--- src/hdl/asbd_pkg.sv ---
// Shared types and constants of the battery measurement scheduler.
package asbd_pkg;

	// Fixed field widths.
	localparam int KIND_W      = 2;
	localparam int PHASE_W     = 2;
	localparam int REG_W       = 16;
	localparam int LEVEL_W     = 23;
	localparam int CFG_INDEX_W = 3;
	localparam int CFG_DATA_W  = 23;

	// The divider produces one quotient bit per step.
	localparam int DIV_STEPS = LEVEL_W;
	localparam int DIV_CNT_W = $clog2(DIV_STEPS);

	// Configuration register indexes.
	localparam logic [CFG_INDEX_W-1:0] CFG_SLOW_PERIOD  = 3'd0;
	localparam logic [CFG_INDEX_W-1:0] CFG_FAST_PERIOD  = 3'd1;
	localparam logic [CFG_INDEX_W-1:0] CFG_FAST_WINDOW  = 3'd2;
	localparam logic [CFG_INDEX_W-1:0] CFG_STARTUP_LEAD = 3'd3;
	localparam logic [CFG_INDEX_W-1:0] CFG_RATIO_NUM    = 3'd4;

	// Reset values of the configuration registers.
	localparam logic [REG_W-1:0]   SLOW_PERIOD_RST  = 16'd36000;
	localparam logic [REG_W-1:0]   FAST_PERIOD_RST  = 16'd60;
	localparam logic [REG_W-1:0]   FAST_WINDOW_RST  = 16'd2400;
	localparam logic [REG_W-1:0]   STARTUP_LEAD_RST = 16'd40;
	localparam logic [LEVEL_W-1:0] RATIO_NUM_RST    = 23'd4997120;

	// Item kinds.
	typedef enum logic [KIND_W-1:0] {
		KIND_TICK    = 2'd0,
		KIND_TRIGGER = 2'd1,
		KIND_TRESET  = 2'd2,
		KIND_INIT    = 2'd3
	} kind_t;

	// Measurement sequencer phases.
	typedef enum logic [PHASE_W-1:0] {
		PH_IDLE    = 2'd0,
		PH_READY   = 2'd1,
		PH_COLLECT = 2'd2,
		PH_FINISH  = 2'd3
	} phase_t;

	// Configuration register set.
	typedef struct packed {
		logic [REG_W-1:0]   slow_period;
		logic [REG_W-1:0]   fast_period;
		logic [REG_W-1:0]   fast_window;
		logic [REG_W-1:0]   startup_lead;
		logic [LEVEL_W-1:0] ratio_numerator;
	} cfg_regs_t;

	// One result item.
	typedef struct packed {
		phase_t             phase;
		logic               adc_open;
		logic               adc_close;
		logic               collect_flag;
		logic [LEVEL_W-1:0] battery_level;
		logic               level_valid;
		logic               divide_error;
		logic               fast_mode;
	} result_t;

endpackage

--- src/hdl/asbd_in_if.sv ---
// Input item channel of the battery measurement scheduler.
interface asbd_in_if #(
	parameter int SAMPLE_WIDTH = 12
) ();
	logic                           valid;
	logic                           ready;
	logic [asbd_pkg::KIND_W-1:0]    kind;
	logic                           key_request;
	logic [SAMPLE_WIDTH-1:0]        adc_sample;

	modport source (output valid, kind, key_request, adc_sample, input ready);
	modport sink   (input valid, kind, key_request, adc_sample, output ready);
endinterface

--- src/hdl/asbd_out_if.sv ---
// Result channel of the battery measurement scheduler.
interface asbd_out_if ();
	logic                           valid;
	logic                           ready;
	logic [asbd_pkg::PHASE_W-1:0]   phase;
	logic                           adc_open;
	logic                           adc_close;
	logic                           collect_flag;
	logic [asbd_pkg::LEVEL_W-1:0]   battery_level;
	logic                           level_valid;
	logic                           divide_error;
	logic                           fast_mode;

	modport source (output valid, phase, adc_open, adc_close, collect_flag, battery_level,
		level_valid, divide_error, fast_mode, input ready);
	modport sink   (input valid, phase, adc_open, adc_close, collect_flag, battery_level,
		level_valid, divide_error, fast_mode, output ready);
endinterface

--- src/hdl/asbd_cfg_if.sv ---
// Configuration write channel of the battery measurement scheduler.
interface asbd_cfg_if ();
	logic                              valid;
	logic                              ready;
	logic [asbd_pkg::CFG_INDEX_W-1:0]  index;
	logic [asbd_pkg::CFG_DATA_W-1:0]   data;

	modport source (output valid, index, data, input ready);
	modport sink   (input valid, index, data, output ready);
endinterface

--- src/hdl/asbd_div.sv ---
// Bit-serial restoring divider: one quotient bit per cycle.
module asbd_div #(
	parameter int SAMPLE_WIDTH = 12
) (
	input  logic                         clk,
	input  logic                         arst_n,
	input  logic                         start,
	input  logic [asbd_pkg::LEVEL_W-1:0] dividend,
	input  logic [SAMPLE_WIDTH-1:0]      divisor,
	output logic                         done,
	output logic [asbd_pkg::LEVEL_W-1:0] quotient
);
	logic                           busy_q;
	logic                           done_q;
	logic [asbd_pkg::DIV_CNT_W-1:0] cnt_q;
	logic [SAMPLE_WIDTH-1:0]        rem_q;
	logic [SAMPLE_WIDTH-1:0]        divisor_q;
	logic [asbd_pkg::LEVEL_W-1:0]   quo_q;
	logic [SAMPLE_WIDTH:0]          shifted;
	logic [SAMPLE_WIDTH:0]          diff;
	logic                           ge;

	// One restoring step: bring in the next dividend bit and try a subtract.
	always_comb begin
		shifted = {rem_q, quo_q[asbd_pkg::LEVEL_W-1]};
		diff    = shifted - {1'b0, divisor_q};
		ge      = (shifted >= {1'b0, divisor_q});
	end

	// Step control.
	always_ff @(posedge clk or negedge arst_n) begin
		if (!arst_n) begin
			busy_q <= 1'b0;
			done_q <= 1'b0;
			cnt_q  <= '0;
		end else begin
			done_q <= 1'b0;
			if (start) begin
				busy_q <= 1'b1;
				cnt_q  <= asbd_pkg::DIV_CNT_W'(asbd_pkg::DIV_STEPS - 1);
			end else if (busy_q) begin
				cnt_q <= cnt_q - asbd_pkg::DIV_CNT_W'(1);
				if (cnt_q == '0) begin
					busy_q <= 1'b0;
					done_q <= 1'b1;
				end
			end
		end
	end

	// Datapath: the dividend shifts out at the top while quotient bits enter below.
	always_ff @(posedge clk) begin
		if (start) begin
			rem_q     <= '0;
			divisor_q <= divisor;
			quo_q     <= dividend;
		end else if (busy_q) begin
			rem_q <= ge ? diff[SAMPLE_WIDTH-1:0] : shifted[SAMPLE_WIDTH-1:0];
			quo_q <= {quo_q[asbd_pkg::LEVEL_W-2:0], ge};
		end
	end

	assign done     = done_q;
	assign quotient = quo_q;
endmodule

--- src/hdl/asbd_sched.sv ---
// Measurement schedule state and the per-item update of the sequencer.
module asbd_sched #(
	parameter int COUNT_WIDTH  = 16,
	parameter int SAMPLE_WIDTH = 12
) (
	input  logic                         clk,
	input  logic                         arst_n,
	input  logic                         commit,
	input  asbd_pkg::kind_t              kind,
	input  logic                         key_request,
	input  logic [SAMPLE_WIDTH-1:0]      adc_sample,
	input  asbd_pkg::cfg_regs_t          regs,
	input  logic [asbd_pkg::LEVEL_W-1:0] quotient,
	output logic                         need_div,
	output asbd_pkg::result_t            result
);
	localparam int CMP_W = ((COUNT_WIDTH > asbd_pkg::REG_W) ? COUNT_WIDTH : asbd_pkg::REG_W) + 1;

	asbd_pkg::phase_t             phase_q, phase_d;
	logic [COUNT_WIDTH-1:0]       slow_count_q, slow_count_d;
	logic [COUNT_WIDTH-1:0]       window_count_q, window_count_d;
	logic [COUNT_WIDTH-1:0]       fast_count_q, fast_count_d;
	logic                         fast_flag_q, fast_flag_d;
	logic                         collecting_q, collecting_d;
	logic [asbd_pkg::LEVEL_W-1:0] level_q, level_d;
	logic                         opened, closed, lvl_valid, err;
	logic [CMP_W-1:0]             snext, wnext, fnext;

	assign need_div = (kind == asbd_pkg::KIND_TICK) && (phase_q == asbd_pkg::PH_COLLECT);

	// Incremented counters, one bit wider than any operand so they never wrap.
	always_comb begin
		snext = CMP_W'(slow_count_q) + CMP_W'(1);
		wnext = CMP_W'(window_count_q) + CMP_W'(1);
		fnext = CMP_W'(fast_count_q) + CMP_W'(1);
	end

	// Next state for the item in hand.
	always_comb begin
		phase_d        = phase_q;
		slow_count_d   = slow_count_q;
		window_count_d = window_count_q;
		fast_count_d   = fast_count_q;
		fast_flag_d    = fast_flag_q | key_request;
		collecting_d   = collecting_q;
		level_d        = level_q;
		opened         = 1'b0;
		closed         = 1'b0;
		lvl_valid      = 1'b0;
		err            = 1'b0;
		unique case (kind)
			asbd_pkg::KIND_TICK: begin
				unique case (phase_q)
					asbd_pkg::PH_IDLE: begin
						if (fast_flag_d) begin
							if (wnext <= CMP_W'(regs.fast_window)) begin
								window_count_d = wnext[COUNT_WIDTH-1:0];
								if (fnext >= CMP_W'(regs.fast_period)) begin
									phase_d      = asbd_pkg::PH_READY;
									fast_count_d = '0;
								end else begin
									fast_count_d = fnext[COUNT_WIDTH-1:0];
								end
							end else begin
								// Fast window ran out: back to slow mode.
								fast_flag_d    = 1'b0;
								window_count_d = '0;
							end
						end else if (snext >= CMP_W'(regs.slow_period)) begin
							phase_d      = asbd_pkg::PH_READY;
							slow_count_d = '0;
						end else begin
							slow_count_d = snext[COUNT_WIDTH-1:0];
						end
					end
					asbd_pkg::PH_READY: begin
						opened       = 1'b1;
						collecting_d = 1'b1;
						phase_d      = asbd_pkg::PH_COLLECT;
					end
					asbd_pkg::PH_COLLECT: begin
						// A zero sample saturates the level to the numerator.
						if (adc_sample == '0) begin
							level_d = regs.ratio_numerator;
							err     = 1'b1;
						end else begin
							level_d = quotient;
						end
						lvl_valid    = 1'b1;
						collecting_d = 1'b0;
						phase_d      = asbd_pkg::PH_FINISH;
					end
					default: begin
						closed  = 1'b1;
						phase_d = asbd_pkg::PH_IDLE;
					end
				endcase
			end
			asbd_pkg::KIND_TRIGGER: begin
				phase_d = asbd_pkg::PH_READY;
			end
			asbd_pkg::KIND_TRESET: begin
				slow_count_d   = '0;
				window_count_d = '0;
				fast_count_d   = (regs.fast_period == '0) ? '0 :
					COUNT_WIDTH'(regs.fast_period - asbd_pkg::REG_W'(1));
			end
			default: begin
				slow_count_d = (regs.startup_lead >= regs.slow_period) ? '0 :
					COUNT_WIDTH'(regs.slow_period - regs.startup_lead);
			end
		endcase
	end

	// Result of the item, showing the state after it.
	always_comb begin
		result.phase         = phase_d;
		result.adc_open      = opened;
		result.adc_close     = closed;
		result.collect_flag  = collecting_d;
		result.battery_level = level_d;
		result.level_valid   = lvl_valid;
		result.divide_error  = err;
		result.fast_mode     = fast_flag_d;
	end

	// Schedule state updates once the item's result is committed.
	always_ff @(posedge clk or negedge arst_n) begin
		if (!arst_n) begin
			phase_q        <= asbd_pkg::PH_IDLE;
			slow_count_q   <= '0;
			window_count_q <= '0;
			fast_count_q   <= '0;
			fast_flag_q    <= 1'b0;
			collecting_q   <= 1'b0;
			level_q        <= '0;
		end else if (commit) begin
			phase_q        <= phase_d;
			slow_count_q   <= slow_count_d;
			window_count_q <= window_count_d;
			fast_count_q   <= fast_count_d;
			fast_flag_q    <= fast_flag_d;
			collecting_q   <= collecting_d;
			level_q        <= level_d;
		end
	end
endmodule

--- src/hdl/adc_sample_scheduler_battery_divider_top.sv ---
// Top level of the battery measurement scheduler with bit-serial level divider.
//
// Items (tick, trigger, timer reset, init) arrive on in_ch; each produces exactly
// one result on out_ch. Configuration registers are written on cfg (index 0 slow
// period, 1 fast period, 2 fast window, 3 startup lead, 4 ratio numerator); cfg is
// always ready and writes to other indexes are dropped. Write them only while idle.
// One item is handled at a time. An item that does not collect a sample is captured,
// then its result is committed into the output register once that register is free,
// and in_ch is ready again from then on. A tick in the collect phase runs the
// 23-step bit-serial divider, one quotient bit per cycle, before its result is committed.
// The result sits in an output register, so the next input transfer is taken while
// a result still waits on out_ch; if the receiver stalls, the following result is
// held inside and in_ch stays not ready until the output register frees up.
// Reset clears the schedule state and loads the default configuration; no result
// is pending afterward.
module adc_sample_scheduler_battery_divider_top #(
	parameter int COUNT_WIDTH  = 16,
	parameter int SAMPLE_WIDTH = 12
) (
	input logic          clk,
	input logic          arst_n,
	asbd_in_if.sink      in_ch,
	asbd_out_if.source   out_ch,
	asbd_cfg_if.sink     cfg
);
	typedef enum logic [1:0] {
		ST_IDLE,
		ST_PREP,
		ST_DIV,
		ST_HOLD
	} state_t;

	state_t                       state_q;
	asbd_pkg::cfg_regs_t          regs_q;
	asbd_pkg::kind_t              kind_q;
	logic                         key_q;
	logic [SAMPLE_WIDTH-1:0]      sample_q;
	logic                         out_valid_q;
	asbd_pkg::result_t            out_q;
	asbd_pkg::result_t            result;
	logic                         need_div;
	logic                         div_start;
	logic                         div_done;
	logic [asbd_pkg::LEVEL_W-1:0] quotient;
	logic                         slot_free;
	logic                         commit;

	// Configuration registers.
	assign cfg.ready = 1'b1;

	always_ff @(posedge clk or negedge arst_n) begin
		if (!arst_n) begin
			regs_q.slow_period     <= asbd_pkg::SLOW_PERIOD_RST;
			regs_q.fast_period     <= asbd_pkg::FAST_PERIOD_RST;
			regs_q.fast_window     <= asbd_pkg::FAST_WINDOW_RST;
			regs_q.startup_lead    <= asbd_pkg::STARTUP_LEAD_RST;
			regs_q.ratio_numerator <= asbd_pkg::RATIO_NUM_RST;
		end else if (cfg.valid) begin
			unique case (cfg.index)
				asbd_pkg::CFG_SLOW_PERIOD:  regs_q.slow_period  <= cfg.data[asbd_pkg::REG_W-1:0];
				asbd_pkg::CFG_FAST_PERIOD:  regs_q.fast_period  <= cfg.data[asbd_pkg::REG_W-1:0];
				asbd_pkg::CFG_FAST_WINDOW:  regs_q.fast_window  <= cfg.data[asbd_pkg::REG_W-1:0];
				asbd_pkg::CFG_STARTUP_LEAD: regs_q.startup_lead <= cfg.data[asbd_pkg::REG_W-1:0];
				asbd_pkg::CFG_RATIO_NUM:    regs_q.ratio_numerator <= cfg.data;
				default: ;
			endcase
		end
	end

	// Handshake and commit conditions.
	assign in_ch.ready = (state_q == ST_IDLE);
	assign slot_free   = !out_valid_q || out_ch.ready;
	assign div_start   = (state_q == ST_PREP) && need_div;
	assign commit      = slot_free &&
		(((state_q == ST_PREP) && !need_div) || (state_q == ST_HOLD));

	// Control sequencer, captured item and output register.
	always_ff @(posedge clk or negedge arst_n) begin
		if (!arst_n) begin
			state_q     <= ST_IDLE;
			out_valid_q <= 1'b0;
			kind_q      <= asbd_pkg::KIND_TICK;
			key_q       <= 1'b0;
			sample_q    <= '0;
			out_q       <= '0;
		end else begin
			if (commit) begin
				out_valid_q <= 1'b1;
				out_q       <= result;
			end else if (out_ch.ready) begin
				out_valid_q <= 1'b0;
			end
			unique case (state_q)
				ST_IDLE: begin
					if (in_ch.valid) begin
						kind_q   <= asbd_pkg::kind_t'(in_ch.kind);
						key_q    <= in_ch.key_request;
						sample_q <= SAMPLE_WIDTH'(in_ch.adc_sample);
						state_q  <= ST_PREP;
					end
				end
				ST_PREP: begin
					if (need_div) begin
						state_q <= ST_DIV;
					end else if (commit) begin
						state_q <= ST_IDLE;
					end else begin
						state_q <= ST_HOLD;
					end
				end
				ST_DIV: begin
					if (div_done) begin
						state_q <= ST_HOLD;
					end
				end
				default: begin
					if (commit) begin
						state_q <= ST_IDLE;
					end
				end
			endcase
		end
	end

	asbd_sched #(
		.COUNT_WIDTH (COUNT_WIDTH),
		.SAMPLE_WIDTH(SAMPLE_WIDTH)
	) u_sched (
		.clk        (clk),
		.arst_n     (arst_n),
		.commit     (commit),
		.kind       (kind_q),
		.key_request(key_q),
		.adc_sample (sample_q),
		.regs       (regs_q),
		.quotient   (quotient),
		.need_div   (need_div),
		.result     (result)
	);

	asbd_div #(
		.SAMPLE_WIDTH(SAMPLE_WIDTH)
	) u_div (
		.clk     (clk),
		.arst_n  (arst_n),
		.start   (div_start),
		.dividend(regs_q.ratio_numerator),
		.divisor (sample_q),
		.done    (div_done),
		.quotient(quotient)
	);

	// Output channel.
	assign out_ch.valid         = out_valid_q;
	assign out_ch.phase         = out_q.phase;
	assign out_ch.adc_open      = out_q.adc_open;
	assign out_ch.adc_close     = out_q.adc_close;
	assign out_ch.collect_flag  = out_q.collect_flag;
	assign out_ch.battery_level = out_q.battery_level;
	assign out_ch.level_valid   = out_q.level_valid;
	assign out_ch.divide_error  = out_q.divide_error;
	assign out_ch.fast_mode     = out_q.fast_mode;

	// A new level only ever comes with the move into the finish phase.
	a_level_finish: assert property (@(posedge clk) disable iff (!arst_n)
		(out_valid_q && out_q.level_valid) |-> (out_q.phase == asbd_pkg::PH_FINISH))
		else $error("level update outside the finish phase");

	// An error is only flagged together with a level update.
	a_err_valid: assert property (@(posedge clk) disable iff (!arst_n)
		(out_valid_q && out_q.divide_error) |-> out_q.level_valid)
		else $error("divide error without level update");

	// Opening the converter enters collect with the flag raised.
	a_open_collect: assert property (@(posedge clk) disable iff (!arst_n)
		(out_valid_q && out_q.adc_open) |->
		((out_q.phase == asbd_pkg::PH_COLLECT) && out_q.collect_flag))
		else $error("open pulse without entering collect");

	// A divider start leads into the wait state with no commit in between.
	a_div_wait: assert property (@(posedge clk) disable iff (!arst_n)
		div_start |=> ((state_q == ST_DIV) && !commit))
		else $error("divider started but sequencer did not wait");

	// The divider finishes only while the sequencer waits for it.
	a_done_wait: assert property (@(posedge clk) disable iff (!arst_n)
		div_done |-> (state_q == ST_DIV))
		else $error("divider done outside the wait state");
endmodule

--- src/flat_wrapper.sv ---
// flat-port wrapper written by rule: the top's interface ports become plain ports
module adc_sample_scheduler_battery_divider_top_flat 
#(
	parameter int COUNT_WIDTH  = 16,
	parameter int SAMPLE_WIDTH = 12
)
  (clk, arst_n, in_ch_valid, in_ch_kind, in_ch_key_request, in_ch_adc_sample, in_ch_ready, out_ch_valid, out_ch_phase, out_ch_adc_open, out_ch_adc_close, out_ch_collect_flag, out_ch_battery_level, out_ch_level_valid, out_ch_divide_error, out_ch_fast_mode, out_ch_ready, cfg_valid, cfg_index, cfg_data, cfg_ready);
  asbd_in_if #(.SAMPLE_WIDTH(SAMPLE_WIDTH)) in_ch_i ();
  asbd_out_if out_ch_i ();
  asbd_cfg_if cfg_i ();
  input logic clk;
  input logic arst_n;
  input wire logic [$bits(in_ch_i.valid)-1:0] in_ch_valid;
  input wire logic [$bits(in_ch_i.kind)-1:0] in_ch_kind;
  input wire logic [$bits(in_ch_i.key_request)-1:0] in_ch_key_request;
  input wire logic [$bits(in_ch_i.adc_sample)-1:0] in_ch_adc_sample;
  output wire logic [$bits(in_ch_i.ready)-1:0] in_ch_ready;
  output wire logic [$bits(out_ch_i.valid)-1:0] out_ch_valid;
  output wire logic [$bits(out_ch_i.phase)-1:0] out_ch_phase;
  output wire logic [$bits(out_ch_i.adc_open)-1:0] out_ch_adc_open;
  output wire logic [$bits(out_ch_i.adc_close)-1:0] out_ch_adc_close;
  output wire logic [$bits(out_ch_i.collect_flag)-1:0] out_ch_collect_flag;
  output wire logic [$bits(out_ch_i.battery_level)-1:0] out_ch_battery_level;
  output wire logic [$bits(out_ch_i.level_valid)-1:0] out_ch_level_valid;
  output wire logic [$bits(out_ch_i.divide_error)-1:0] out_ch_divide_error;
  output wire logic [$bits(out_ch_i.fast_mode)-1:0] out_ch_fast_mode;
  input wire logic [$bits(out_ch_i.ready)-1:0] out_ch_ready;
  input wire logic [$bits(cfg_i.valid)-1:0] cfg_valid;
  input wire logic [$bits(cfg_i.index)-1:0] cfg_index;
  input wire logic [$bits(cfg_i.data)-1:0] cfg_data;
  output wire logic [$bits(cfg_i.ready)-1:0] cfg_ready;
  assign in_ch_i.valid = in_ch_valid;
  assign in_ch_i.kind = in_ch_kind;
  assign in_ch_i.key_request = in_ch_key_request;
  assign in_ch_i.adc_sample = in_ch_adc_sample;
  assign in_ch_ready = in_ch_i.ready;
  assign out_ch_valid = out_ch_i.valid;
  assign out_ch_phase = out_ch_i.phase;
  assign out_ch_adc_open = out_ch_i.adc_open;
  assign out_ch_adc_close = out_ch_i.adc_close;
  assign out_ch_collect_flag = out_ch_i.collect_flag;
  assign out_ch_battery_level = out_ch_i.battery_level;
  assign out_ch_level_valid = out_ch_i.level_valid;
  assign out_ch_divide_error = out_ch_i.divide_error;
  assign out_ch_fast_mode = out_ch_i.fast_mode;
  assign out_ch_i.ready = out_ch_ready;
  assign cfg_i.valid = cfg_valid;
  assign cfg_i.index = cfg_index;
  assign cfg_i.data = cfg_data;
  assign cfg_ready = cfg_i.ready;
  adc_sample_scheduler_battery_divider_top #(.COUNT_WIDTH(COUNT_WIDTH), .SAMPLE_WIDTH(SAMPLE_WIDTH)) u_core (.clk(clk), .arst_n(arst_n), .in_ch(in_ch_i), .out_ch(out_ch_i), .cfg(cfg_i));
endmodule
--- config.mk ---
export PLATFORM = sky130hd
export DESIGN_NAME = adc_sample_scheduler_battery_divider_top_flat
export DESIGN_NICKNAME = d
export VERILOG_FILES = /design/src/hdl/asbd_pkg.sv /design/src/hdl/asbd_in_if.sv /design/src/hdl/asbd_out_if.sv /design/src/hdl/asbd_cfg_if.sv /design/src/hdl/asbd_div.sv /design/src/hdl/asbd_sched.sv /design/src/hdl/adc_sample_scheduler_battery_divider_top.sv /design/src/flat_wrapper.sv
export SDC_FILE = /design/constraint.sdc
export NUM_CORES = 1
export LEC_CHECK = 0
export CAP_MARGIN = 30
export CORE_MARGIN = 1
export CORE_UTILIZATION = 65
export CTS_BUF_LIST = sky130_fd_sc_hd__clkbuf_8
export CTS_CLUSTER_DIAMETER = 100
export DETAILED_ROUTE_END_ITERATION = 7
export DONT_BUFFER_PORTS = 1
export PLACE_DENSITY_LB_ADDON = 0.08
export SYNTH_ARGS = -nofsm -noshare
export SYNTH_HDL_FRONTEND = slang
export SYNTH_SLANG_ARGS = --single-unit
--- constraint.sdc ---
create_clock -name clk -period 4.56 [get_ports clk]
set_input_delay 0.228 -clock clk [delete_from_list [all_inputs] [get_ports clk]]
set_output_delay 0.228 -clock clk [all_outputs]
set_load 0.02 [all_outputs]
==> impl_metrics.csv, run 1 <==
group,metric,value,unit
power_and_ir_drop,pwr-share-seq,39.4,%
synth,synth_seq_cells,238,
min_path,hp-class,"in -> reg",
synth,yosysWarnings,0,
run_status,status,"finished clean",
setup_path,crit_buf_inv,1,
global_routing,grt_pass1_vias,10369,
cells_and_area,syn_to_final_growth,11.8,%
synth,synth_area_leaders,"dfrtp_1 (32%), ha_1 (8.3%), edfxtp_1 (7.7%), nand2_1 (6.3%), o21ai_0 (5.4%)",
global_routing,use_met1,40.4,%
global_routing,antenna_found_initial,1,
die,die_h,146,um
setup_path,reg2reg_slack,0.67,ns
setup_path,max_stage_delay,0.45,ns
power_and_ir_drop,p_int,5.38,mW
setup_path,crit_path_top_delay_cell,"dfrtp_1",
power_and_ir_drop,power,8.92,mW
sta,finalCriticalPeriod,3.89,ns
die,core,20400,um^2
sta,maxSlewViolCount,0,
route,firstDrtPassIters,5,
clock_tree,ctsRootBufferMaster,"clkbuf_8",
die,die-area,21500,um^2
global_routing,top_usage_layer,"met2",
sta,worst_clock_skew,0.0346,ns
cells_and_area,fin_area,15200,um^2
synth,synth_edf_count,35,
clock_tree,insertion_delay,0.57,ns
synth,synth.avg_cell_area,9.46,um^2
die,die-width,146,um
power_and_ir_drop,combPwrFrac,37.5,%
placement,place_area,13900,um^2
synth,synthesis.nets,1573,
route,drtIter0Drc,592,
global_routing,met2_usage,49.9,%
synth,synth_area_leader_cell,"dfrtp_1",
sta,rsz0062_at_grt,"false",
sta,finalSetupViolations,0,
power_and_ir_drop,p_leak,7.01,nW
clock_tree,cts_setup_buffers,0,
flow_run,maxCapViolations,0,
power_and_ir_drop,peakVddDrop,0.000345,V
power_and_ir_drop,power_switching,3.54,mW
sta,fin_tns_setup,0,ns
route,wire_per_inst,17.7,um
sta,slew_headroom,30.6,%
route,drc,0,
setup_path,crit_fanout,18,
clock_tree,cts_tree,"done",
clock_tree,numCtsBuffers,41,
setup_path,path_cells,"nand3_1 -> nor2_1 -> nand3_1 -> nor2_1 -> xor2_1 -> ha_1 -> a21oi_1 -> nand2_1 -> a2111oi_0 -> a21o_1 -> nand4_1 -> buf_4 -> nor4_1 -> a21oi_1 -> o21ai_0",
global_routing,grt_max_degree,192,
power_and_ir_drop,clkPwrFrac,23.2,%
clock_tree,clock_path_buffers,3,
sta,fmax,257,MHz
route,routed_wl,31600,um
cells_and_area,final_layout_size_suffix_gt1_share,11.8,%
synth,syn_inst,1435,
global_routing,grt_use_met3,5.56,%
route,vias,10587,
setup_path,arrival,4.36,ns
placement,gp_congestion,0.924,
power_and_ir_drop,switching_share,39.7,%
min_path,whs_path_depth,4,
die,rows,52,
power_and_ir_drop,p_per_area,588,nW/um^2
die,start_util,66.6,%
setup_path,reg2reg_depth,15,
global_routing,grt_usage,30.4,%
sta,hold_viol,0,
clock_tree,clock-sinks,238,
placement,io_buffers,0,
synth,synth_ff_type,"dfrtp_1",
sta,hold_slack,0.0714,ns
cells_and_area,nets,1621,
clock_tree,ctsResizeCount,0,
route,postRouteAntennaNets,0,
setup_path,cp-start-kind,"flip-flop",
sta,fin_crit_sh,85.4,%
synth,seq_area_frac_synth,44.9,%
placement,placed_cells,1669,
global_routing,gr-total-overflow,0,
placement,hpwl,21800,um
route,vias_per_cell,5.92,
cells_and_area,instances_no_fill,1787,
synth,ys_types,82,
synth,synth_area,13600,um^2
synth,synth_top_area_share,31.7,%
setup_path,crit_family,"simple AND/OR/NAND/NOR gates",
setup_path,required,5.03,ns
clock_tree,clkTransAtPathRegs,0.06,ns
synth,synthArstFlopShare,80.3,%
setup_path,cp.depth,15,
die,io_pins,80,
setup_path,setup.worst_path.end_class,"flip-flop",
clock_tree,htreeDepth,2,
global_routing,grt_pass1_wl,52000,um
setup_path,path_class,"reg -> reg",
sta,worst_pin_slew,1.04,ns
path summary, 6_finish.rpt:
| kind | startpoint | end |
|---|---|---|
| max | u_core.u_sched.slow_count_q[0] | u_core.u_sched.slow_count_q[10] |
| min | cfg_index[1] | u_core.regs_q[60] |
| max reg2reg | u_core.u_sched.slow_count_q[0] | u_core.u_sched.slow_count_q[10] |
| min reg2reg | u_core.sample_q[9] | u_core.u_div.divisor_q[9] |
| max in group asynchronous | arst_n | u_core.sample_q[2] |
| min in group asynchronous | arst_n | u_core.u_sched.fast_count_q[13] |
cells by family after synthesis:
logic type | count (synthesis) | synth area share, %
AND/OR/NAND/NOR | 470 | 16.1
XOR/XNOR | 77 | 4.97
adder cells (fa/ha/maj) | 92 | 8.59
other | 1 | 0.0276
AO/OA/AOI/OAI | 310 | 13.9
flip-flops | 238 | 44.9
multiplexers | 85 | 6.79
buffers and inverters | 162 | 4.72
area by class of cell:
| class | instances | area, um^2 |
|---|---|---|
| multi-input combinational | 1035 | 6880 |
| sequential | 238 | 6090 |
| fill | 1466 | 5190 |
| clock buffer | 50 | 688 |
| timing repair buffer | 58 | 563 |
| inverter | 109 | 409 |
| tap | 270 | 338 |
| clock inverter | 25 | 190 |
| antenna | 2 | 5.00 |
cells in the final DEF, fill, tap and decap left out, types with 10 or more instances in the layout:
| cell type | synthesis | final |
|---|---|---|
| nor2b_1 | 13 | 13 |
| nand2b_1 | 16 | 16 |
| dfxtp_1 | 12 | 12 |
| dfstp_2 | 19 | 19 |
| dlygate4sd3_1 | 0 | 40 |
| edfxtp_1 | 35 | 35 |
| nor4_1 | 10 | 10 |
| nand4_1 | 23 | 23 |
| nand3_1 | 40 | 39 |
| nor3_1 | 28 | 27 |
| clkbuf_8 | 0 | 50 |
| o21ai_0 | 147 | 146 |
| a21o_1 | 12 | 12 |
| dfrtp_1 | 172 | 172 |
| xnor2_1 | 53 | 53 |
| nand2_1 | 229 | 229 |
| a21oi_1 | 63 | 63 |
| nor2_1 | 72 | 72 |
| buf_4 | 1 | 16 |
| xor2_1 | 24 | 24 |
| inv_1 | 108 | 123 |
| mux2i_1 | 29 | 29 |
| ha_1 | 90 | 90 |
| mux2_2 | 56 | 56 |
synthesized netlist by cell type (7+ instances only):
cell type and n:
a21oi_1 63, dfrtp_1 172, mux2_2 56, nand2b_1 16, edfxtp_1 35, nor2_1 72
clkbuf_1 38, nand3_1 40, a211oi_1 7, nor4_1 10, a22oi_1 8, and3_1 8
mux2i_1 29, nand2_1 229, ha_1 90, dfstp_2 19, o21ai_0 147, xnor2_1 53
nor3_1 28, dfxtp_1 12, nand4_1 23, a21o_1 12, inv_1 108, a32oi_1 7
buf_2 10, a31oi_1 8, nor2b_1 13, xor2_1 24
timing repair:
| action | in CTS | in global routing |
|---|---|---|
| hold buffers | 41 | 0 |
| endpoints found under the hold margin | 294 | 0 |
| endpoints found under the setup margin | 0 | 0 |
power by group through the flow:
stage	combinational, mW	sequential (mW)	clock (mW)
after floorplan	2.57	3.34	0
after global placement	3.10	3.50	0
after detailed placement	3.21	3.53	0
after CTS	3.32	3.49	2.10
after global routing	3.75	3.59	2.19
final	3.34	3.51	2.07
layer usage:
layer	routed length (um)	vias up
met3	1950	56
met4	841	0
met2	15000	265
met1	13900	5147
met5	0	-
li1	-	5119
tightest hold or removal path, cell delays in order:
cell,delay [ns]
nor4bb_4,0.02
buf_4,0.21
nand2_1,0.09
o21ai_0,0.07
per-stage QoR:
step	worst slack (ns)	utilization, %
3_3_place_gp	0.865	68.0
4_1_cts	0.721	74.5
2_1_floorplan	1.27	-
5_1_grt	0.159	74.5
3_5_place_dp	0.736	68.1
6_report	0.666	74.5
flip-flops by register name, indices dropped and copies added (netlist names), 2 cells and up:
name,count
u_core.state_q,2
u_core.sample_q,12
u_core.out_ch.phase,2
u_core.u_div.cnt_q,5
u_core.u_sched.window_count_q,16
u_core.u_sched.fast_count_q,16
u_core.kind_q,2
u_core.u_div.rem_q,12
u_core.u_div.divisor_q,12
u_core.out_ch.battery_level,23
u_core.u_sched.slow_count_q,16
u_core.u_div.quotient,23
u_core.regs_q,87
Power figures use the tool's default switching activity.
==> run 2, diff against run 1 <==
RECOVER_POWER = 25   (was unset)
==> run 2 against run 1 <==
Compared with the run above: the flow now finishes with violations (capacitance limit, slew limit); sequential power hardly changed; worst hold slack better by 0.010 ns; combinational power hardly changed; die area stayed put; via count is 0.34% lower; clock skew is 0.0077 ns lower; critical path depth stayed put; register-to-register slack better by 0.02 ns; power hardly changed; count of clock-buffer cells in the layout stayed put; utilization is 0.19 points lower; cell count stayed put.
==> impl_metrics.csv, run 2 (synthesized netlist as in run 1, its figures left out) <==
group,metric,value,unit
setup_path,setup.worst_path.end_class,"flip-flop",
route,vias_per_cell,5.90,
sta,fin_tns_setup,0,ns
setup_path,crit_path_top_delay_cell,"dfrtp_1",
clock_tree,ctsResizeCount,0,
run_status,status,"finished, violations left",
clock_tree,htreeDepth,2,
placement,hpwl,21800,um
setup_path,required,5.03,ns
sta,fmax,258,MHz
route,routed_wl,31600,um
setup_path,crit_fanout,32,
global_routing,gr-total-overflow,0,
power_and_ir_drop,p_leak,6.98,nW
sta,fin_crit_sh,84.9,%
placement,io_buffers,0,
setup_path,max_stage_delay,0.43,ns
sta,hold_viol,0,
die,io_pins,80,
clock_tree,cts_setup_buffers,0,
clock_tree,clkTransAtPathRegs,0.06,ns
setup_path,reg2reg_depth,15,
route,wire_per_inst,17.7,um
die,die-area,21500,um^2
global_routing,grt_pass1_wl,52000,um
cells_and_area,largest-register,"u_core.regs_q",
clock_tree,ctsRootBufferMaster,"clkbuf_8",
route,drtIter0Drc,605,
global_routing,grt_max_degree,192,
clock_tree,clock-sinks,238,
power_and_ir_drop,peakVddDrop,0.000346,V
min_path,hp-class,"in -> reg",
sta,worst_clock_skew,0.0269,ns
run_status,violations,"capacitance limit, slew limit",
clock_tree,hold_buffers,41,
placement,gp_congestion,0.924,
clock_tree,insertion_delay,0.56,ns
setup_path,path_class,"reg -> reg",
clock_tree,cts_tree,"done",
die,die_h,146,um
power_and_ir_drop,p_per_area,589,nW/um^2
clock_tree,numCtsBuffers,41,
die,core,20400,um^2
die,die-width,146,um
setup_path,crit_buf_inv,1,
sta,maxSlewViolCount,192,
setup_path,reg2reg_slack,0.69,ns
die,rows,52,
route,drc,0,
global_routing,grt_pass1_vias,10369,
cells_and_area,nets,1621,
sta,hold_slack,0.0818,ns
setup_path,path_cells,"ha_1 -> nand3_1 -> nor2_1 -> nand3_1 -> nor3_1 -> xor2_1 -> ha_1 -> nand4_1 -> a211o_1 -> a21oi_1 -> nand2b_1 -> a21o_1 -> buf_4 -> a221oi_1 -> a21oi_1",
sta,worst_pin_slew,2.61,ns
cells_and_area,final_layout_size_suffix_gt1_share,11.0,%
sta,finalCriticalPeriod,3.87,ns
power_and_ir_drop,power,8.91,mW
min_path,whs_path_depth,4,
sta,slew_headroom,-74.0,%
setup_path,crit_family,"simple AND/OR/NAND/NOR gates",
route,postRouteAntennaNets,0,
flow_run,maxCapViolations,1,
sta,finalSetupViolations,0,
route,firstDrtPassIters,5,
setup_path,cp.depth,15,
setup_path,cp-start-kind,"flip-flop",
global_routing,grt_usage,30.4,%
sta,rsz0062_at_grt,"false",
cells_and_area,layout_common_cells,"nand2_1 (229), dfrtp_1 (172), o21ai_0 (146), inv_1 (123), ha_1 (90)",
cells_and_area,largest_reg_flops,87,
setup_path,arrival,4.34,ns
global_routing,antenna_found_initial,1,
die,start_util,66.6,%
clock_tree,clock_path_buffers,3,
route,vias,10551,
cells_and_area,final_common_cell,"nand2_1",
cells_and_area,syn_to_final_growth,11.5,%
[run 2: changes by cell type in the layout (fill, tap and decap cells not counted), sizes merged]
cell,delta
clkbuf,+2
buf,-2
[run 2: area by class of cell]
cell class | count | area (um^2)
multi-input combinational | 1035 | 6870
sequential | 238 | 6090
fill | 1470 | 5230
clock buffer | 50 | 688
timing repair buffer | 58 | 539
inverter | 109 | 409
tap | 270 | 338
clock inverter | 25 | 190
antenna | 2 | 5.00
[run 2: metrics by stage]
stage,std cells,utilization [%],setup slack [ns],instance area (um^2)
floorplan,1435,-,1.27,13600
global placement,1668,68.0,0.865,13800
detailed placement,1669,68.1,0.736,13900
CTS,1785,74.5,0.721,15200
global route,1785,74.3,0.159,15100
finish,1787,74.3,0.689,15100
[run 2: report_power, final]
part	switching [mW]	leakage (nW)	internal, mW
Combinational	1.95	3.70	1.39
Clock	0.899	0.504	1.17
Sequential	0.688	2.78	2.82
[run 2: per-layer routing]
layer | global-route usage [%] | part of all wire, % | up-vias
li1 | - | - | 5119
met1 | 40.4 | 44 | 5108
met2 | 49.9 | 47 | 272
met3 | 5.56 | 6.1 | 52
met4 | 10.8 | 2.6 | 0
met5 | 0 | 0 | -
[run 2: worst paths after layout]
kind,from,endpoint
worst min register to register,u_core.sample_q[8],u_core.u_div.divisor_q[8]
worst min-delay path,cfg_index[1],u_core.regs_q[60]
max in group asynchronous,arst_n,u_core.u_sched.slow_count_q[6]
worst max register to register,u_core.u_sched.window_count_q[0],u_core.u_sched.fast_count_q[0]
worst max-delay path,u_core.u_sched.window_count_q[0],u_core.u_sched.fast_count_q[0]
min in group asynchronous,arst_n,u_core.u_sched.fast_count_q[15]
[run 2: worst reg2reg max path: stages, from the launching register on]
cell and delay, ns:
dfrtp_1 0.43, ha_1 0.27, nand3_1 0.16, nor2_1 0.25
nand3_1 0.29, nor3_1 0.30, xor2_1 0.12, ha_1 0.32
nand4_1 0.12, a211o_1 0.27, a21oi_1 0.20, nand2b_1 0.35
a21o_1 0.17, buf_4 0.30, a221oi_1 0.10, a21oi_1 0.15
==> run 3, diff against run 2 <==
CORE_UTILIZATION = 60   (was 65)
clock period = 3.4 ns   (was 4.56 ns; I/O delays follow)
==> run 3 against run 2 <==
Compared with the run above: the flow finishes with violations (DRC, hold timing); register-to-register slack got worse by 0.69 ns; maximum frequency increased by 14%; cell count increased by 3.1%; die area increased by 8.2%; count of clock-buffer cells in the layout decreased by 1; worst setup slack got worse by 0.69 ns; sequential power increased by 34%; combinational power increased by 43%; first-iteration DRC count increased by 9.4%; non-clock buffer count increased by 41; critical path depth increased by 2.
==> impl_metrics.csv, run 3 (synthesized netlist as in run 1, its figures left out) <==
group,metric,value,unit
route,postRouteAntennaNets,0,
placement,io_buffers,0,
sta,maxSlewViolCount,0,
setup_path,required,3.88,ns
global_routing,antenna_found_initial,3,
clock_tree,htreeDepth,2,
sta,slew_headroom,41.2,%
setup_path,path_cells,"ha_1 -> and3_4 -> nand4_1 -> nor2_2 -> buf_4 -> nand4_1 -> xnor2_1 -> ha_1 -> nand4_1 -> nor4_2 -> a41o_1 -> nand2_1 -> nand4_1 -> buf_4 -> nor2_2 -> a2111oi_4 -> mux2i_1",
sta,finalCriticalPeriod,3.40,ns
die,die-width,152,um
power_and_ir_drop,power_switching,4.81,mW
placement,placed_cells,1705,
sta,hold_slack,-0.691,ns
cells_and_area,nets,1664,
global_routing,grt_pass1_vias,10376,
global_routing,top_usage_layer,"met2",
die,rows,54,
cells_and_area,instances_no_fill,1842,
power_and_ir_drop,combPwrFrac,39.8,%
die,start_util,61.6,%
power_and_ir_drop,p_leak,7.21,nW
cells_and_area,largest-register,"u_core.regs_q",
power_and_ir_drop,p_per_area,765,nW/um^2
global_routing,grt_max_degree,192,
power_and_ir_drop,pwr-share-seq,39.3,%
placement,gp_congestion,0.896,
clock_tree,ctsRootBufferMaster,"clkbuf_8",
global_routing,grt_usage,28.7,%
cells_and_area,fillers,1752,
clock_tree,hold_buffers,44,
power_and_ir_drop,peakVddDrop,0.000478,V
cells_and_area,largest_reg_flops,87,
setup_path,cp-start-kind,"flip-flop",
power_and_ir_drop,clkPwrFrac,20.9,%
setup_path,arrival,3.88,ns
clock_tree,clock-sinks,238,
clock_tree,clock_path_buffers,3,
flow_run,maxCapViolations,0,
clock_tree,clkTransAtPathRegs,0.07,ns
clock_tree,numCtsBuffers,41,
setup_path,setup.worst_path.end_class,"flip-flop",
min_path,hp-class,"in -> async",
die,die-area,23200,um^2
die,core,22000,um^2
sta,hold_viol,191,
setup_path,path_class,"reg -> reg",
power_and_ir_drop,switching_share,40.2,%
clock_tree,insertion_delay,0.56,ns
sta,fin_crit_sh,100,%
sta,worst_clock_skew,0.0218,ns
setup_path,crit_fanout,4,
route,firstDrtPassIters,8,
power_and_ir_drop,p_int,7.16,mW
cells_and_area,final_layout_size_suffix_gt1_share,16.1,%
route,routed_wl,33300,um
run_status,status,"finished, violations left",
setup_path,crit_buf_inv,2,
global_routing,met2_usage,47.5,%
sta,rsz0062_at_grt,"true",
route,vias_per_cell,5.78,
die,die_h,152,um
global_routing,grt_pass1_wl,53000,um
global_routing,gr-total-overflow,0,
cells_and_area,final_common_cell,"nand2_1",
route,wire_per_inst,18.1,um
route,drc,12,
global_routing,grt_use_met3,4.81,%
cells_and_area,layout_common_cells,"nand2_1 (229), dfrtp_1 (171), o21ai_0 (132), inv_1 (124), ha_1 (90)",
die,io_pins,80,
sta,fin_tns_setup,0,ns
clock_tree,cts_tree,"done",
setup_path,max_stage_delay,0.39,ns
sta,fmax,294,MHz
cells_and_area,syn_to_final_growth,15.2,%
setup_path,crit_top_cell,"nand4_1",
route,vias,10646,
run_status,violations,"DRC, hold timing",
sta,worst_slack,0.000428,ns
route,drtIter0Drc,662,
sta,finalSetupViolations,0,
placement,post-place-ws,-0.0105,ns
setup_path,crit_family,"simple AND/OR/NAND/NOR gates",
global_routing,use_met1,38.3,%
sta,worst_pin_slew,0.882,ns
setup_path,crit_path_top_delay_cell,"dfrtp_1",
placement,hpwl,22400,um
==> run 3: changes by cell type in the layout (fill, tap and decap cells not counted), sizes merged <==
cell,delta
or4b,+2
diode,+1
clkbuf,-3
clkinv,+4
inv,+1
bufinv,-3
dlygate4sd3,+4
buf,+39
==> run 3: worst paths after layout <==
path | startpoint | end | slack (ns) | depth (start not counted)
worst max-delay path | u_core.u_sched.slow_count_q[1] | u_core.out_ch.phase[1] | 0.0004 | 17
worst min-delay path | arst_n | u_core.u_sched.fast_count_q[11] | -0.69 | 0
worst max register to register | u_core.u_sched.slow_count_q[1] | u_core.out_ch.phase[1] | 0.0004 | 17
worst min register to register | u_core.sample_q[8] | u_core.u_div.divisor_q[8] | 0.47 | 0
max in group asynchronous | arst_n | u_core.regs_q[47] | 3.74 | 0
min in group clk | cfg_index[1] | u_core.regs_q[57] | 0.01 | 4
==> run 3: layout make-up <==
class	instances	area [um^2]	area share, %
Antenna cell	3	7.51	0.0480
Timing Repair Buffer	99	881	5.63
Inverter	109	409	2.62
Clock inverter	27	121	0.776
Clock buffer	49	674	4.31
Sequential cell	238	6100	39.0
Multi-Input combinational cell	1037	7100	45.4
Tap cell	280	350	2.24
==> run 3: worst register-to-register path, cell delays in order, from the launching register on <==
cell and delay (ns):
dfrtp_1 0.39, ha_1 0.18, and3_4 0.19, nand4_1 0.15
nor2_2 0.15, buf_4 0.14, nand4_1 0.11, xnor2_1 0.18
ha_1 0.33, nand4_1 0.11, nor4_2 0.27, a41o_1 0.20
nand2_1 0.06, nand4_1 0.11, buf_4 0.14, nor2_2 0.04
a2111oi_4 0.33, mux2i_1 0.22
==> run 3: routing by layer <==
metal  routed length, um  share of wire, %
met3                1680               5.0
met4                 949               2.9
met5                  13             0.039
met1               14800                45
met2               15800                47
==> run 3: power groups by stage <==
| stage | Combinational [mW] | Sequential, mW | Clock, mW |
|---|---|---|---|
| after floorplan | 3.45 | 4.47 | 0 |
| after global routing | 5.33 | 4.81 | 2.68 |
| final | 4.76 | 4.70 | 2.51 |
| after CTS | 4.51 | 4.68 | 2.57 |
| after detailed placement | 4.41 | 4.72 | 0 |
| after global placement | 4.30 | 4.69 | 0 |
==> run 3: through the flow <==
stage          power [mW]  util (%)  cell area [um^2]
2_1_floorplan        7.92         -             13600
5_1_grt              12.8      71.0             15600
3_5_place_dp         9.13      63.9             14100
3_3_place_gp         8.99      63.8             14100
4_1_cts              11.7      69.5             15300
6_report             12.0      71.0             15600
==> run 3: what timing repair did <==
item | in CTS | in global routing
cloned | 0 | 5
endpoints found under the hold margin | 294 | 191
resized for setup | 1 | 68
setup endpoints to repair | 2 | 50
pin swaps | 1 | 24
buffers inserted | 0 | 9
